--- config.mk ---
export PLATFORM = sky130hd
export DESIGN_NAME = json_syntax_validator
export DESIGN_NICKNAME = d
export VERILOG_FILES = /design/src/rtl/core/jsv_pkg.sv /design/src/rtl/core/jsv_stack.sv /design/src/rtl/core/json_syntax_validator.sv
export SDC_FILE = /design/constraint.sdc
export NUM_CORES = 1
export LEC_CHECK = 0
export ABC_AREA = 1
export BUFFER_PORTS_ARGS = -buffer_cell sky130_fd_sc_hd__buf_2
export CORE_MARGIN = 1.5
export CORE_UTILIZATION = 50
export CTS_CLUSTER_DIAMETER = 30
export CTS_CLUSTER_SIZE = 14
export DETAILED_ROUTE_END_ITERATION = 8
export PLACE_DENSITY_LB_ADDON = 0.15
export SLEW_MARGIN = 10
export SYNTH_ARGS = -nofsm -noshare
export SYNTH_HDL_FRONTEND = slang
export SYNTH_SLANG_ARGS = --single-unit
--- constraint.sdc ---
create_clock -name clk -period 6.8 [get_ports clk]
set_input_delay 0.68 -clock clk [delete_from_list [all_inputs] [get_ports clk]]
set_output_delay 0.68 -clock clk [all_outputs]
set_load 0.005 [all_outputs]
--- src/rtl/core/jsv_pkg.sv ---
`timescale 1ns / 1ps
// ----------------------------------------------------------------------------
// JSON syntax validator package
// Shared types, constants and character-class helpers.
// ----------------------------------------------------------------------------
package jsv_pkg;

  localparam int MaxDepth = 64;
  localparam int LevelW = $clog2(MaxDepth + 1);
  localparam int IdxW = (MaxDepth > 1) ? $clog2(MaxDepth) : 1;

  typedef struct packed {
    logic [7:0] data_byte;
    logic       end_of_doc;
  } in_beat_t;

  typedef struct packed {
    logic        accepted;
    logic [2:0]  error_kind;
    logic [31:0] error_offset;
  } out_beat_t;

  typedef enum logic [3:0] {
    M_TOP, M_VALUE, M_KEY, M_COLON, M_AFTER, M_STR_VAL, M_STR_KEY,
    M_ESC_VAL, M_ESC_KEY, M_HEX_VAL, M_HEX_KEY, M_LIT, M_NUM, M_TRAIL
  } mode_t;

  localparam logic [2:0] ErrNone = 3'd0;
  localparam logic [2:0] ErrChar = 3'd1;
  localparam logic [2:0] ErrString = 3'd2;
  localparam logic [2:0] ErrLiteral = 3'd3;
  localparam logic [2:0] ErrNumber = 3'd4;
  localparam logic [2:0] ErrDepth = 3'd5;
  localparam logic [2:0] ErrEnd = 3'd6;
  localparam logic [2:0] ErrTrail = 3'd7;

  // Parser state handed from the stack stage to the step logic.
  typedef struct packed {
    logic              top_obj;
    logic [LevelW-1:0] level;
  } stack_view_t;

  // Stack update request from the step logic.
  typedef struct packed {
    logic    push;
    logic    pop;
    logic    kind;
  } stack_op_t;

  function automatic logic is_ws(input logic [7:0] c);
    return c == 8'h20 || c == 8'h09 || c == 8'h0A || c == 8'h0D;
  endfunction

  function automatic logic is_digit(input logic [7:0] c);
    return c >= "0" && c <= "9";
  endfunction

  function automatic logic is_hex(input logic [7:0] c);
    return is_digit(c) || (c >= "a" && c <= "f") || (c >= "A" && c <= "F");
  endfunction

  // Expected literal byte after the first letter.
  function automatic logic [7:0] lit_char(input logic [1:0] k, input logic [2:0] i);
    logic [7:0] r;
    r = 8'h00;
    case (k)
      2'd0: r = (i == 3'd0) ? "u" : (i == 3'd1 || i == 3'd2) ? "l" : 8'h00;
      2'd1: r = (i == 3'd0) ? "r" : (i == 3'd1) ? "u" : (i == 3'd2) ? "e" : 8'h00;
      2'd2: r = (i == 3'd0) ? "a" : (i == 3'd1) ? "l" : (i == 3'd2) ? "s" :
                (i == 3'd3) ? "e" : 8'h00;
      default: r = 8'h00;
    endcase
    return r;
  endfunction

  // Next number phase; 8 means the byte does not extend the number.
  function automatic logic [3:0] num_next(input logic [2:0] ph, input logic [7:0] c);
    logic d;
    logic e;
    d = is_digit(c);
    e = (c == "e") || (c == "E");
    case (ph)
      3'd0: num_next = (c == "0") ? 4'd1 : d ? 4'd2 : 4'd8;
      3'd1: num_next = (c == ".") ? 4'd3 : e ? 4'd5 : 4'd8;
      3'd2: num_next = d ? 4'd2 : (c == ".") ? 4'd3 : e ? 4'd5 : 4'd8;
      3'd3: num_next = d ? 4'd4 : 4'd8;
      3'd4: num_next = d ? 4'd4 : e ? 4'd5 : 4'd8;
      3'd5: num_next = (c == "+" || c == "-") ? 4'd6 : d ? 4'd7 : 4'd8;
      3'd6: num_next = d ? 4'd7 : 4'd8;
      default: num_next = d ? 4'd7 : 4'd8;
    endcase
  endfunction

endpackage

--- src/rtl/core/jsv_stack.sv ---
`timescale 1ns / 1ps
// ----------------------------------------------------------------------------
// JSON validator kind stack
// Holds the open container kinds (1 = object) and the nesting level.
// ----------------------------------------------------------------------------
module jsv_stack (
  input  logic                 clk,
  input  logic                 rst,
  input  logic                 doc_end,
  input  jsv_pkg::stack_op_t   op,
  output jsv_pkg::stack_view_t view
);

  logic                         kinds [jsv_pkg::MaxDepth];
  logic [jsv_pkg::LevelW-1:0]   level;
  logic [jsv_pkg::LevelW-1:0]   below_idx;
  logic                         top_obj;

  // Kind memory needs no reset; only entries below the level are read.
  always_ff @(posedge clk) begin
    if (op.push) begin
      kinds[level[jsv_pkg::IdxW-1:0]] <= op.kind;
    end
  end

  // Entry under the current top, which becomes the top after a pop.
  assign below_idx = level - jsv_pkg::LevelW'(2);

  // Nesting level and a registered copy of the top kind, cleared at reset
  // and at the end of each document. A push takes the new kind directly;
  // a pop reads the entry below the old top.
  always_ff @(posedge clk) begin
    if (rst || doc_end) begin
      level <= '0;
      top_obj <= 1'b0;
    end else if (op.push) begin
      level <= level + 1'b1;
      top_obj <= op.kind;
    end else if (op.pop) begin
      level <= level - 1'b1;
      top_obj <= (level > jsv_pkg::LevelW'(1)) && kinds[below_idx[jsv_pkg::IdxW-1:0]];
    end
  end

  assign view.level = level;
  assign view.top_obj = top_obj;

endmodule

--- src/rtl/core/json_syntax_validator.sv ---
`timescale 1ns / 1ps
// ----------------------------------------------------------------------------
// Streaming JSON syntax validator
// Checks one document byte per beat and reports accept or the first error.
// ----------------------------------------------------------------------------
// The result beat is registered: it appears in the cycle after the last byte is accepted.
// Throughput: one byte per cycle while in_ready is high; the parser state is registered per byte.
// The output register is decoupled: a new byte is taken while a result waits,
// unless the result register is full and not being drained.
// Reset (rst, synchronous): depth_limit returns to 64, parser state clears.
module json_syntax_validator (
  input  logic                clk,
  input  logic                rst,
  input  logic                in_valid,
  output logic                in_ready,
  input  jsv_pkg::in_beat_t   in_data,
  output logic                out_valid,
  input  logic                out_ready,
  output jsv_pkg::out_beat_t  out_data,
  input  logic                cfg_valid,
  output logic                cfg_ready,
  input  logic [6:0]          cfg_data
);

  jsv_pkg::mode_t       mode, mode_next;
  logic                 first, first_next;
  logic [2:0]           sub_count, sub_count_next;
  logic [1:0]           lit_kind, lit_kind_next;
  logic [2:0]           num_phase, num_phase_next;
  logic [2:0]           err, err_next;
  logic [31:0]          err_pos, err_pos_next;
  logic [31:0]          pos, pos_inc;
  logic [6:0]           depth_limit;
  jsv_pkg::stack_view_t view;
  jsv_pkg::stack_op_t   op;
  logic                 fire, doc_end;
  logic [7:0]           c;
  logic [3:0]           nx;
  logic [jsv_pkg::LevelW:0] lim;

  assign cfg_ready = 1'b1;
  assign in_ready = !out_valid || out_ready;
  assign fire = in_valid && in_ready;
  assign doc_end = fire && in_data.end_of_doc;
  assign c = in_data.data_byte;
  assign pos_inc = (pos == 32'hFFFF_FFFF) ? pos : pos + 32'd1;
  assign lim = ({1'b0, depth_limit} < (jsv_pkg::LevelW + 1)'(jsv_pkg::MaxDepth))
             ? (jsv_pkg::LevelW + 1)'(depth_limit) : (jsv_pkg::LevelW + 1)'(jsv_pkg::MaxDepth);

  jsv_stack u_stack (
    .clk     (clk),
    .rst     (rst),
    .doc_end (doc_end),
    .op      (op),
    .view    (view)
  );

  // One parser step for the byte at the input.
  always_comb begin
    logic key;
    logic do_after;
    logic do_open;
    logic open_obj;
    mode_next = mode;
    first_next = first;
    sub_count_next = sub_count;
    lit_kind_next = lit_kind;
    num_phase_next = num_phase;
    err_next = err;
    err_pos_next = err_pos;
    op = '0;
    key = 1'b0;
    do_after = 1'b0;
    do_open = 1'b0;
    open_obj = 1'b0;
    nx = jsv_pkg::num_next(num_phase, c);
    if (err == jsv_pkg::ErrNone) begin
      case (mode)
        jsv_pkg::M_TOP: begin
          if (c == "[" || c == "{") begin
            do_open = 1'b1;
            open_obj = (c == "{");
          end else if (!jsv_pkg::is_ws(c)) begin
            err_next = jsv_pkg::ErrChar;
          end
        end
        jsv_pkg::M_VALUE: begin
          if (!jsv_pkg::is_ws(c)) begin
            if (c == "]" && first && view.level != '0 && !view.top_obj) begin
              op.pop = 1'b1;
              mode_next = (view.level == 1) ? jsv_pkg::M_TRAIL : jsv_pkg::M_AFTER;
            end else begin
              first_next = 1'b0;
              if (c == "\"") begin
                mode_next = jsv_pkg::M_STR_VAL;
              end else if (c == "[" || c == "{") begin
                do_open = 1'b1;
                open_obj = (c == "{");
              end else if (c == "n" || c == "t" || c == "f") begin
                lit_kind_next = (c == "n") ? 2'd0 : (c == "t") ? 2'd1 : 2'd2;
                sub_count_next = '0;
                mode_next = jsv_pkg::M_LIT;
              end else if (c == "-" || jsv_pkg::is_digit(c)) begin
                num_phase_next = (c == "-") ? 3'd0 : (c == "0") ? 3'd1 : 3'd2;
                mode_next = jsv_pkg::M_NUM;
              end else begin
                err_next = jsv_pkg::ErrChar;
              end
            end
          end
        end
        jsv_pkg::M_KEY: begin
          if (c == "\"") begin
            first_next = 1'b0;
            mode_next = jsv_pkg::M_STR_KEY;
          end else if (c == "}" && first) begin
            op.pop = 1'b1;
            mode_next = (view.level == 1) ? jsv_pkg::M_TRAIL : jsv_pkg::M_AFTER;
          end else if (!jsv_pkg::is_ws(c)) begin
            err_next = jsv_pkg::ErrChar;
          end
        end
        jsv_pkg::M_COLON: begin
          if (c == ":") mode_next = jsv_pkg::M_VALUE;
          else if (!jsv_pkg::is_ws(c)) err_next = jsv_pkg::ErrChar;
        end
        jsv_pkg::M_AFTER: do_after = 1'b1;
        jsv_pkg::M_STR_KEY, jsv_pkg::M_STR_VAL: begin
          key = (mode == jsv_pkg::M_STR_KEY);
          if (c == "\"") mode_next = key ? jsv_pkg::M_COLON : jsv_pkg::M_AFTER;
          else if (c == "\\") mode_next = key ? jsv_pkg::M_ESC_KEY : jsv_pkg::M_ESC_VAL;
          else if (c < 8'd32 || c == 8'd127) err_next = jsv_pkg::ErrString;
        end
        jsv_pkg::M_ESC_KEY, jsv_pkg::M_ESC_VAL: begin
          key = (mode == jsv_pkg::M_ESC_KEY);
          if (c == "u") begin
            sub_count_next = '0;
            mode_next = key ? jsv_pkg::M_HEX_KEY : jsv_pkg::M_HEX_VAL;
          end else if (c == "\"" || c == "\\" || c == "/" || c == "b" || c == "f" ||
                       c == "n" || c == "r" || c == "t") begin
            mode_next = key ? jsv_pkg::M_STR_KEY : jsv_pkg::M_STR_VAL;
          end else begin
            err_next = jsv_pkg::ErrString;
          end
        end
        jsv_pkg::M_HEX_KEY, jsv_pkg::M_HEX_VAL: begin
          key = (mode == jsv_pkg::M_HEX_KEY);
          if (!jsv_pkg::is_hex(c)) begin
            err_next = jsv_pkg::ErrString;
          end else if (sub_count == 3'd3) begin
            sub_count_next = '0;
            mode_next = key ? jsv_pkg::M_STR_KEY : jsv_pkg::M_STR_VAL;
          end else begin
            sub_count_next = sub_count + 3'd1;
          end
        end
        jsv_pkg::M_LIT: begin
          if (jsv_pkg::lit_char(lit_kind, sub_count) != c || c == 8'h00) begin
            err_next = jsv_pkg::ErrLiteral;
          end else if (sub_count == ((lit_kind == 2'd2) ? 3'd3 : 3'd2)) begin
            sub_count_next = '0;
            mode_next = jsv_pkg::M_AFTER;
          end else begin
            sub_count_next = sub_count + 3'd1;
          end
        end
        jsv_pkg::M_NUM: begin
          if (nx != 4'd8) begin
            num_phase_next = nx[2:0];
          end else if (num_phase == 3'd1 || num_phase == 3'd2 || num_phase == 3'd4 ||
                       num_phase == 3'd7) begin
            num_phase_next = '0;
            mode_next = jsv_pkg::M_AFTER;
            do_after = 1'b1;
          end else begin
            err_next = jsv_pkg::ErrNumber;
          end
        end
        jsv_pkg::M_TRAIL: begin
          if (!jsv_pkg::is_ws(c)) err_next = jsv_pkg::ErrTrail;
        end
        default: err_next = jsv_pkg::ErrChar;
      endcase
      // Byte following a complete value.
      if (do_after && !jsv_pkg::is_ws(c)) begin
        if (c == ",") begin
          first_next = 1'b0;
          mode_next = view.top_obj ? jsv_pkg::M_KEY : jsv_pkg::M_VALUE;
        end else if ((c == "]" && !view.top_obj) || (c == "}" && view.top_obj)) begin
          op.pop = 1'b1;
          mode_next = (view.level == 1) ? jsv_pkg::M_TRAIL : jsv_pkg::M_AFTER;
        end else begin
          err_next = jsv_pkg::ErrChar;
        end
      end
      // Container open with depth check.
      if (do_open) begin
        if ({1'b0, view.level} >= lim) begin
          err_next = jsv_pkg::ErrDepth;
        end else begin
          op.push = 1'b1;
          op.kind = open_obj;
          first_next = 1'b1;
          mode_next = open_obj ? jsv_pkg::M_KEY : jsv_pkg::M_VALUE;
        end
      end
      if (err_next != jsv_pkg::ErrNone) err_pos_next = pos;
    end
    if (!fire) begin
      op = '0;
    end
  end

  // Parser state and configuration register.
  always_ff @(posedge clk) begin
    if (rst) begin
      depth_limit <= 7'd64;
    end else if (cfg_valid && cfg_ready) begin
      depth_limit <= cfg_data;
    end
    if (rst || doc_end) begin
      mode <= jsv_pkg::M_TOP;
      first <= 1'b1;
      sub_count <= '0;
      lit_kind <= '0;
      num_phase <= '0;
      err <= jsv_pkg::ErrNone;
      err_pos <= '0;
      pos <= '0;
    end else if (fire) begin
      mode <= mode_next;
      first <= first_next;
      sub_count <= sub_count_next;
      lit_kind <= lit_kind_next;
      num_phase <= num_phase_next;
      err <= err_next;
      err_pos <= err_pos_next;
      pos <= pos_inc;
    end
  end

  // Result register, loaded on the byte with the end mark.
  always_ff @(posedge clk) begin
    if (rst) begin
      out_valid <= 1'b0;
    end else if (doc_end) begin
      out_valid <= 1'b1;
    end else if (out_ready) begin
      out_valid <= 1'b0;
    end
    if (doc_end) begin
      if (err_next == jsv_pkg::ErrNone && mode_next != jsv_pkg::M_TRAIL) begin
        out_data.accepted <= 1'b0;
        out_data.error_kind <= jsv_pkg::ErrEnd;
        out_data.error_offset <= pos_inc;
      end else begin
        out_data.accepted <= (err_next == jsv_pkg::ErrNone);
        out_data.error_kind <= err_next;
        out_data.error_offset <= (err_next == jsv_pkg::ErrNone) ? 32'd0 : err_pos_next;
      end
    end
  end

  // A result can only appear right after an end-marked byte.
  a_out_after_end: assert property (@(posedge clk) disable iff (rst)
    $rose(out_valid) |-> $past(doc_end)) else $error("result without end mark");
  // Accepted results carry no error kind.
  a_accept_clean: assert property (@(posedge clk) disable iff (rst)
    out_valid && out_data.accepted |-> out_data.error_kind == jsv_pkg::ErrNone)
    else $error("accepted with error kind");
  // The level never exceeds the build depth.
  a_level_bound: assert property (@(posedge clk) disable iff (rst)
    view.level <= jsv_pkg::LevelW'(jsv_pkg::MaxDepth)) else $error("stack overflow");

endmodule

==> impl_metrics.prom, run 1 <==
# TYPE chip_impl_metric gauge
chip_impl_metric{name="cap_violations",unit=""} 0
chip_impl_metric{name="switching_power_total",unit="W"} 0.0008395
chip_impl_metric{name="final_period_minus_worst_setup_slack",unit="ns"} 4.855
chip_impl_metric{name="fp.dieH",unit="µm"} 159.4
chip_impl_metric{name="total_leakage_power",unit="nW"} 6.116
chip_impl_info{name="worstSetupPathType",value="reg2reg"} 1
chip_impl_metric{name="seq_power_share",unit="%"} 48.4
chip_impl_metric{name="worst-r2r-setup-slack",unit="ns"} 1.94
chip_impl_metric{name="yosys.area_share.adder",unit="%"} 2.353
chip_impl_metric{name="clk_transition_reported_paths",unit="ns"} 0.08
chip_impl_metric{name="power.clock.fraction",unit="%"} 36.9
chip_impl_metric{name="post_cts_buffers",unit=""} 0
chip_impl_info{name="synth.most_common_cell",value="sky130_fd_sc_hd__nand2_1"} 1
chip_impl_info{name="synth_top_family_by_area",value="simple AND/OR/NAND/NOR gates"} 1
chip_impl_metric{name="num-nets-final",unit=""} 1869
chip_impl_metric{name="total_grt_overflow",unit=""} 0
chip_impl_metric{name="setup_viol",unit=""} 0
chip_impl_metric{name="remaining_drc_errors",unit=""} 0
chip_impl_metric{name="core",unit="µm²"} 24180
chip_impl_metric{name="tightestPinTransition",unit="ns"} 1.198
chip_impl_info{name="yosys_most_used_dff",value="sky130_fd_sc_hd__edfxtp_1"} 1
chip_impl_metric{name="grt_first_pass_wirelength",unit="µm"} 56270
chip_impl_info{name="endpoint_kind",value="flip-flop"} 1
chip_impl_metric{name="drt_wl_total",unit="µm"} 34360
chip_impl_metric{name="first_global_vias",unit=""} 11062
chip_impl_metric{name="internal_power",unit="W"} 0.001902
chip_impl_metric{name="clock.fmax",unit="MHz"} 206.0
chip_impl_metric{name="timing.setup.tns",unit="ns"} 0
chip_impl_metric{name="area_growth",unit="%"} 9.004
chip_impl_metric{name="initial_utilization",unit="%"} 50.58
chip_impl_info{name="rsz0062_at_grt",value="false"} 1
chip_impl_metric{name="clock_latency",unit="ns"} 0.44
chip_impl_metric{name="groute.usage.overall",unit="%"} 27.26
chip_impl_metric{name="cts_buffers",unit=""} 17
chip_impl_info{name="clockRootBuffer",value="sky130_fd_sc_hd__clkbuf_16"} 1
chip_impl_metric{name="post_synth_num_cell_types",unit=""} 44
chip_impl_metric{name="cts_buffer_depth",unit=""} 2
chip_impl_metric{name="stdcell_area",unit="µm²"} 13330
chip_impl_metric{name="worst_case_clock_skew",unit="ns"} 0.01158
chip_impl_metric{name="slew_viol_final",unit=""} 0
chip_impl_info{name="hp-class",value="in2reg"} 1
chip_impl_metric{name="layout_cells_sized_above_1",unit="%"} 7.889
chip_impl_metric{name="cts_sinks",unit=""} 196
chip_impl_info{name="cts_tree",value="built"} 1
chip_impl_metric{name="postPlaceCellArea",unit="µm²"} 12750
chip_impl_metric{name="power.switching_fraction",unit="%"} 30.62
chip_impl_metric{name="synth_seq_cells",unit=""} 196
chip_impl_metric{name="vdd.ir_drop.worst",unit="mV"} 0.1533
chip_impl_metric{name="synth-async-reset-ratio",unit="%"} 0
chip_impl_metric{name="post-dp-hpwl",unit="µm"} 23830
chip_impl_metric{name="post-route-period-util",unit="%"} 71.40
chip_impl_metric{name="portBuffers",unit=""} 58
chip_impl_metric{name="worst-endpoint-required",unit="ns"} 6.99
chip_impl_metric{name="critical_path_arrival",unit="ns"} 5.05
chip_impl_metric{name="drt-initial-drc-count",unit=""} 1055
chip_impl_metric{name="residual_antenna_violating_net_count_after_detailed_routing",unit=""} 0
chip_impl_metric{name="postCtsResizedCells",unit=""} 0
chip_impl_metric{name="synth-xor-area-share",unit="%"} 2.077
chip_impl_metric{name="cts_htree_levels",unit=""} 4
chip_impl_metric{name="max_slew_margin",unit="%"} 20.08
chip_impl_info{name="yosys-top-cells-count",value="sky130_fd_sc_hd__nand2_1 (467), sky130_fd_sc_hd__nor2_1 (318), sky130_fd_sc_hd__inv_1 (189)"} 1
chip_impl_metric{name="synth_compound_area_share",unit="%"} 10.29
chip_impl_metric{name="detail_route.first_pass.iterations",unit=""} 5
chip_impl_metric{name="dr_total_vias",unit=""} 11896
chip_impl_metric{name="yosys-mux-area-fraction",unit="%"} 0
chip_impl_metric{name="critical_path.max_fanout",unit=""} 41
chip_impl_metric{name="p_comb_share",unit="%"} 14.7
chip_impl_metric{name="finalHoldViolations",unit=""} 0
chip_impl_metric{name="die_w",unit="µm"} 159.4
chip_impl_info{name="synth_top_cell_by_area",value="sky130_fd_sc_hd__edfxtp_1"} 1
chip_impl_metric{name="ios",unit=""} 60
chip_impl_metric{name="yosys_warnings",unit=""} 0
chip_impl_metric{name="post_synth_instance_area",unit="µm²"} 12230
chip_impl_metric{name="row_cnt",unit=""} 57
chip_impl_metric{name="detail_route.vias_per_cell",unit=""} 5.502
chip_impl_metric{name="syn-mean-instance-area",unit="µm²"} 6.808
chip_impl_metric{name="number_of_enable_flip_flop_cells_after_synthesis",unit=""} 100
chip_impl_info{name="synth_top_cells_by_area",value="sky130_fd_sc_hd__edfxtp_1 (25%), sky130_fd_sc_hd__dfxtp_1 (16%), sky130_fd_sc_hd__nand2_1 (14%)"} 1
chip_impl_metric{name="power-per-cell-area",unit="nW/µm²"} 205.7
chip_impl_metric{name="finalPower",unit="W"} 0.002741
chip_impl_metric{name="yosys.area_share.simple",unit="%"} 36.46
chip_impl_metric{name="gpl.final_weighted_congestion",unit=""} 0.9653
chip_impl_metric{name="maximum_number_of_pins_on_one_net_before_global_route_repair",unit=""} 71
chip_impl_metric{name="synth_top_cell_area_share",unit="%"} 24.56
chip_impl_info{name="run_status",value="completed"} 1
chip_impl_metric{name="synthesis.nets",unit=""} 1840
chip_impl_metric{name="synth.yosys.seq_area_share",unit="%"} 40.27
chip_impl_metric{name="num_antenna_cells",unit=""} 0
chip_impl_metric{name="routed_wire_length_per_instance",unit="µm"} 15.89
chip_impl_info{name="critical_path.startpoint_type",value="flip-flop"} 1
chip_impl_metric{name="number_of_antenna_violations_at_the_first_check_in_global_routing",unit=""} 0
chip_impl_metric{name="synth_cells",unit=""} 1796
chip_impl_metric{name="cts_hold_buffers",unit=""} 0
chip_impl_metric{name="die-area",unit="µm²"} 25400
==> metal layers <==
layer  track usage, %  vias up  wire length (µm)
met5                0        -                 0
met4            8.062        0               656
met3            3.751       48              1749
met2            42.76      332             15280
met1            39.13     5574             16670
li1                 -     5942                 -
==> kinds of logic after synthesis <==
logic type / Yosys count
buffers and inverters: 264
XOR/XNOR: 29
adder cells (fa/ha/maj): 23
AO/OA/AOI/OAI: 222
AND/OR/NAND/NOR: 1061
other: 1
flip-flops: 196
==> registers in the layout (all words and copies together), names as in the netlist <==
signal           count
err_pos             32
u_stack.top_obj      1
out_data            36
first                1
out_valid            1
u_stack.kinds       64
err                  3
mode                 4
num_phase            3
depth_limit          7
pos                 32
u_stack.level        7
lit_kind             2
sub_count            3
==> power by group through the flow <==
stage	Combinational (W)	Clock [W]	Sequential, W
final	0.000403	0.00101	0.00133
after detailed placement	0.000399	0	0.00135
after global routing	0.000460	0.00107	0.00133
after floorplan	0.000302	0	0.00134
after CTS	0.000401	0.00103	0.00133
after global placement	0.000390	0	0.00135
==> layout make-up <==
class	count	area, µm²
clock buffer	19	434.2
clock inverter	13	143.9
fill	2373	10850
inverter	203	762.0
multi-input combinational	1336	6271
sequential	196	4925
tap	324	405.4
timing repair buffer	71	387.9
==> cells in the final DEF, fill, tap and decap left out, types with 9 or more instances in the layout <==
| cell | count |
|---|---|
| sky130_fd_sc_hd__a211oi_1 | 11 |
| sky130_fd_sc_hd__inv_2 | 15 |
| sky130_fd_sc_hd__nor4_1 | 13 |
| sky130_fd_sc_hd__ha_1 | 23 |
| sky130_fd_sc_hd__buf_2 | 58 |
| sky130_fd_sc_hd__xor2_1 | 27 |
| sky130_fd_sc_hd__buf_4 | 13 |
| sky130_fd_sc_hd__nand4_1 | 31 |
| sky130_fd_sc_hd__nor3_1 | 19 |
| sky130_fd_sc_hd__inv_1 | 188 |
| sky130_fd_sc_hd__clkbuf_16 | 17 |
| sky130_fd_sc_hd__nand3_1 | 185 |
| sky130_fd_sc_hd__a21oi_1 | 50 |
| sky130_fd_sc_hd__o22ai_1 | 11 |
| sky130_fd_sc_hd__edfxtp_1 | 100 |
| sky130_fd_sc_hd__nor2_1 | 318 |
| sky130_fd_sc_hd__o21ai_0 | 106 |
| sky130_fd_sc_hd__o211ai_1 | 9 |
| sky130_fd_sc_hd__nand2_1 | 466 |
| sky130_fd_sc_hd__dfxtp_1 | 96 |
==> critical path: stages (launching register included) <==
cell and delay [ns]:
sky130_fd_sc_hd__dfxtp_1 0.30, sky130_fd_sc_hd__buf_4 0.24, sky130_fd_sc_hd__inv_1 0.91, sky130_fd_sc_hd__ha_1 0.38, sky130_fd_sc_hd__nand2_1 0.06, sky130_fd_sc_hd__nor2_1 0.05, sky130_fd_sc_hd__nand4_1 0.12, sky130_fd_sc_hd__nand3_1 0.23
sky130_fd_sc_hd__nand2_1 0.20, sky130_fd_sc_hd__nand2_1 0.07, sky130_fd_sc_hd__nor2_1 0.14, sky130_fd_sc_hd__nand3_2 0.12, sky130_fd_sc_hd__nand2_1 0.10, sky130_fd_sc_hd__nand2_1 0.07, sky130_fd_sc_hd__inv_2 0.49, sky130_fd_sc_hd__nand2_2 0.64
sky130_fd_sc_hd__nand2_1 0.26, sky130_fd_sc_hd__nand2_1 0.08, sky130_fd_sc_hd__nand2_1 0.06, sky130_fd_sc_hd__nand2_1 0.06
==> final timing paths <==
| check | cells past startpoint | to | start |
|---|---|---|---|
| min | 3 | depth_limit[6]$_SDFFE_PP1P_ | rst |
| min reg2reg | 2 | depth_limit[0]$_SDFFE_PP0P_ | depth_limit[0]$_SDFFE_PP0P_ |
| max reg2reg | 19 | out_data[30]$_DFFE_PP_ | u_stack.level[0]$_SDFFE_PP0P_ |
| max | 19 | out_data[30]$_DFFE_PP_ | u_stack.level[0]$_SDFFE_PP0P_ |
==> metrics by stage <==
stage	setup WS (ns)	utilization, %	std cells	hold slack (ns)
2_1_floorplan	0.4640	-	1796	0.4299
3_3_place_gp	2.154	52.74	2130	0.4475
3_5_place_dp	2.043	52.74	2130	0.4515
4_1_cts	1.996	55.13	2162	0.4466
5_1_grt	1.398	55.13	2162	0.4810
6_report	1.945	55.13	2162	0.4605
No activity file was read; power rests on OpenSTA's default activity.
==> run 2, diff against run 1 <==
clock period = 4.85 ns   (was 6.8 ns; I/O delays follow)
==> impl_metrics.prom, run 2 (synthesized netlist as in run 1, its figures left out) <==
# TYPE chip_impl_metric gauge
chip_impl_metric{name="ios",unit=""} 60
chip_impl_metric{name="number_of_antenna_violations_at_the_first_check_in_global_routing",unit=""} 0
chip_impl_metric{name="cts_buffer_depth",unit=""} 2
chip_impl_metric{name="placed_cells_incl_taps",unit=""} 2134
chip_impl_metric{name="remaining_drc_errors",unit=""} 0
chip_impl_metric{name="final_period_minus_worst_setup_slack",unit="ns"} 4.249
chip_impl_metric{name="switching_power_total",unit="W"} 0.001176
chip_impl_metric{name="groute.layer.met3.usage",unit="%"} 4.585
chip_impl_metric{name="dr_total_vias",unit=""} 11883
chip_impl_metric{name="total_leakage_power",unit="nW"} 6.130
chip_impl_metric{name="drt-initial-drc-count",unit=""} 1266
chip_impl_metric{name="dpl_worst_slack",unit="ns"} 0.4076
chip_impl_metric{name="drt_wl_total",unit="µm"} 34180
chip_impl_metric{name="die_w",unit="µm"} 159.4
chip_impl_metric{name="worst-endpoint-required",unit="ns"} 5.05
chip_impl_info{name="rsz0062_at_grt",value="false"} 1
chip_impl_metric{name="tightestPinTransition",unit="ns"} 0.9240
chip_impl_metric{name="clock.fmax",unit="MHz"} 235.3
chip_impl_metric{name="clk_transition_reported_paths",unit="ns"} 0.08
chip_impl_metric{name="setup_viol",unit=""} 0
chip_impl_metric{name="total_grt_overflow",unit=""} 0
chip_impl_metric{name="worst_case_clock_skew",unit="ns"} 0.01873
chip_impl_info{name="critical_path.startpoint_type",value="flip-flop"} 1
chip_impl_metric{name="largest_register_ffs",unit=""} 64
chip_impl_metric{name="power-per-cell-area",unit="nW/µm²"} 287.3
chip_impl_metric{name="nFillCells",unit=""} 2334
chip_impl_metric{name="worst-r2r-setup-slack",unit="ns"} 0.60
chip_impl_info{name="endpoint_kind",value="flip-flop"} 1
chip_impl_metric{name="routed_wire_length_per_instance",unit="µm"} 15.76
chip_impl_info{name="crit-reg2reg-capture",value="out_data[14]$_DFFE_PP_"} 1
chip_impl_metric{name="maximum_number_of_pins_on_one_net_before_global_route_repair",unit=""} 84
chip_impl_info{name="worstSetupPathType",value="reg2reg"} 1
chip_impl_metric{name="clock_latency",unit="ns"} 0.45
chip_impl_metric{name="cts_sinks",unit=""} 196
chip_impl_info{name="worst_hold_path.endpoint",value="depth_limit[2]$_SDFFE_PP0P_"} 1
chip_impl_metric{name="residual_antenna_violating_net_count_after_detailed_routing",unit=""} 0
chip_impl_metric{name="finalNonFillerCells",unit=""} 2169
chip_impl_metric{name="num-nets-final",unit=""} 1873
chip_impl_info{name="hp-class",value="in2reg"} 1
chip_impl_metric{name="seq_power_share",unit="%"} 48.4
chip_impl_metric{name="critical_path_arrival",unit="ns"} 4.45
chip_impl_info{name="most_common_cell_after_layout_fill_and_taps_aside",value="sky130_fd_sc_hd__nand2_1"} 1
chip_impl_metric{name="cts_htree_levels",unit=""} 4
chip_impl_metric{name="critical_path.max_fanout",unit=""} 33
chip_impl_metric{name="max_slew_margin",unit="%"} 38.40
chip_impl_metric{name="finalHoldViolations",unit=""} 0
chip_impl_metric{name="detail_route.first_pass.iterations",unit=""} 5
chip_impl_metric{name="post-dp-hpwl",unit="µm"} 24130
chip_impl_info{name="run_status",value="completed"} 1
chip_impl_info{name="highest_count_cells_in_the_layout_ignoring_fill_and_taps",value="sky130_fd_sc_hd__nand2_1 (466), sky130_fd_sc_hd__nor2_1 (318), sky130_fd_sc_hd__inv_1 (188), sky130_fd_sc_hd__nand3_1 (185), sky130_fd_sc_hd__o21ai_0 (106)"} 1
chip_impl_metric{name="initial_utilization",unit="%"} 50.58
chip_impl_metric{name="layout_cells_sized_above_1",unit="%"} 8.035
chip_impl_metric{name="worst_hold_path.num_cells",unit=""} 3
chip_impl_metric{name="cap_violations",unit=""} 0
chip_impl_metric{name="power.switching_fraction",unit="%"} 30.58
chip_impl_info{name="cts_tree",value="built"} 1
chip_impl_metric{name="worst_slack",unit="ns"} 0.6007
chip_impl_metric{name="power.clock.fraction",unit="%"} 36.7
chip_impl_metric{name="row_cnt",unit=""} 57
chip_impl_metric{name="die-area",unit="µm²"} 25400
chip_impl_info{name="r2r-start",value="sub_count[0]$_SDFFE_PP0P_"} 1
chip_impl_metric{name="internal_power",unit="W"} 0.002668
chip_impl_metric{name="first_global_vias",unit=""} 10884
chip_impl_metric{name="area_growth",unit="%"} 9.403
chip_impl_metric{name="cts_buffers",unit=""} 17
chip_impl_metric{name="portBuffers",unit=""} 58
chip_impl_metric{name="grt_first_pass_wirelength",unit="µm"} 56070
chip_impl_metric{name="vdd.ir_drop.worst",unit="mV"} 0.1959
chip_impl_metric{name="gpl.final_weighted_congestion",unit=""} 0.9783
chip_impl_metric{name="cts_hold_buffers",unit=""} 0
chip_impl_metric{name="detail_route.vias_per_cell",unit=""} 5.479
chip_impl_info{name="clockRootBuffer",value="sky130_fd_sc_hd__clkbuf_16"} 1
chip_impl_metric{name="slew_viol_final",unit=""} 0
chip_impl_info{name="grt-busiest-layer",value="met2"} 1
chip_impl_metric{name="finalCoreUtilization",unit="%"} 55.33
chip_impl_metric{name="worst_r2r_path_depth",unit=""} 22
chip_impl_metric{name="grtUsageMet1",unit="%"} 39.85
chip_impl_info{name="hold_path.startpoint",value="cfg_data[2]"} 1
chip_impl_metric{name="fp.dieH",unit="µm"} 159.4
chip_impl_metric{name="core",unit="µm²"} 24180
chip_impl_metric{name="groute.usage.overall",unit="%"} 27.40
chip_impl_metric{name="post-route-period-util",unit="%"} 87.61
chip_impl_metric{name="gr-usage-met2",unit="%"} 42.24
chip_impl_metric{name="timing.setup.tns",unit="ns"} 0
chip_impl_metric{name="p_comb_share",unit="%"} 15.0
[run 2: changes by cell type in the layout (fill, tap and decap cells not counted), sizes merged]
cell      delta
buf          +4
clkinv       -1
clkinvlp     +1
diode        +3
[run 2: metrics by stage]
stage               hold WS (ns)  total power [W]  instance area (µm²)
floorplan                 0.4299         0.002305                12230
global placement          0.4508         0.002452                12790
detailed placement        0.4623         0.002460                12790
CTS                       0.2597         0.003850                13370
global route              0.2699         0.004013                13370
finish                    0.2640         0.003844                13380
[run 2: how the worst max path moves through the flow]
stage	start	end	slack [ns]	depth (start not counted)
floorplan	u_stack.level[0]$_SDFFE_PP0P_	u_stack.kinds[0]$_DFFE_PP_	0.26	13
global placement	sub_count[0]$_SDFFE_PP0P_	out_data[14]$_DFFE_PP_	0.46	22
detailed placement	sub_count[0]$_SDFFE_PP0P_	out_data[3]$_DFFE_PP_	0.41	22
CTS	sub_count[0]$_SDFFE_PP0P_	out_data[14]$_DFFE_PP_	0.41	22
global route	sub_count[0]$_SDFFE_PP0P_	out_data[15]$_DFFE_PP_	0.05	22
finish	sub_count[0]$_SDFFE_PP0P_	out_data[14]$_DFFE_PP_	0.60	22
[run 2: power groups by stage]
stage	registers, W	logic (W)	clock network [W]
floorplan	0.00188	0.000423	0
detailed placement	0.00190	0.000565	0
global placement	0.00189	0.000558	0
finish	0.00186	0.000575	0.00141
global route	0.00187	0.000652	0.00149
CTS	0.00186	0.000567	0.00143
[run 2: repair_timing]
item,4_1_cts,5_1_grt
endpoints found under the hold margin,0,0
gates resized for setup,0,1
buffers inserted,0,0
setup endpoints to repair,0,62
[run 2: critical path, stage by stage, from the launching register on]
cell and delay, ns:
sky130_fd_sc_hd__dfxtp_1 0.42, sky130_fd_sc_hd__inv_1 0.12, sky130_fd_sc_hd__ha_1 0.24, sky130_fd_sc_hd__o21ai_0 0.29, sky130_fd_sc_hd__nand2_1 0.12, sky130_fd_sc_hd__nand2_1 0.11, sky130_fd_sc_hd__nand2_1 0.06, sky130_fd_sc_hd__nand2_1 0.05
sky130_fd_sc_hd__nand2_1 0.05, sky130_fd_sc_hd__nor2_1 0.10, sky130_fd_sc_hd__nand3_1 0.10, sky130_fd_sc_hd__o21ai_1 0.45, sky130_fd_sc_hd__inv_1 0.15, sky130_fd_sc_hd__nor2_1 0.15, sky130_fd_sc_hd__nand2_1 0.09, sky130_fd_sc_hd__nand3_1 0.12
sky130_fd_sc_hd__nand2_1 0.07, sky130_fd_sc_hd__inv_2 0.50, sky130_fd_sc_hd__nand2_4 0.42, sky130_fd_sc_hd__nand2_1 0.19, sky130_fd_sc_hd__nand2_1 0.07, sky130_fd_sc_hd__nand2_1 0.06, sky130_fd_sc_hd__nand2_1 0.07
[run 2: metal layers]
layer | wire, µm | part of all wire [%] | vias to the layer above
li1 | - | - | 5957
met1 | 16400 | 48 | 5433
met2 | 14720 | 43 | 439
met3 | 2481 | 7.3 | 54
met4 | 572 | 1.7 | 0
met5 | 0 | 0 | -
[run 2: final cells by class]
class | count | area (µm²) | area share, %
multi-input combinational | 1336 | 6285 | 46.98
sequential | 196 | 4925 | 36.81
inverter | 203 | 762.0 | 5.696
clock buffer | 19 | 432.9 | 3.236
timing repair buffer | 75 | 417.9 | 3.124
tap | 324 | 405.4 | 3.030
clock inverter | 13 | 142.6 | 1.066
antenna | 3 | 7.507 | 0.05612
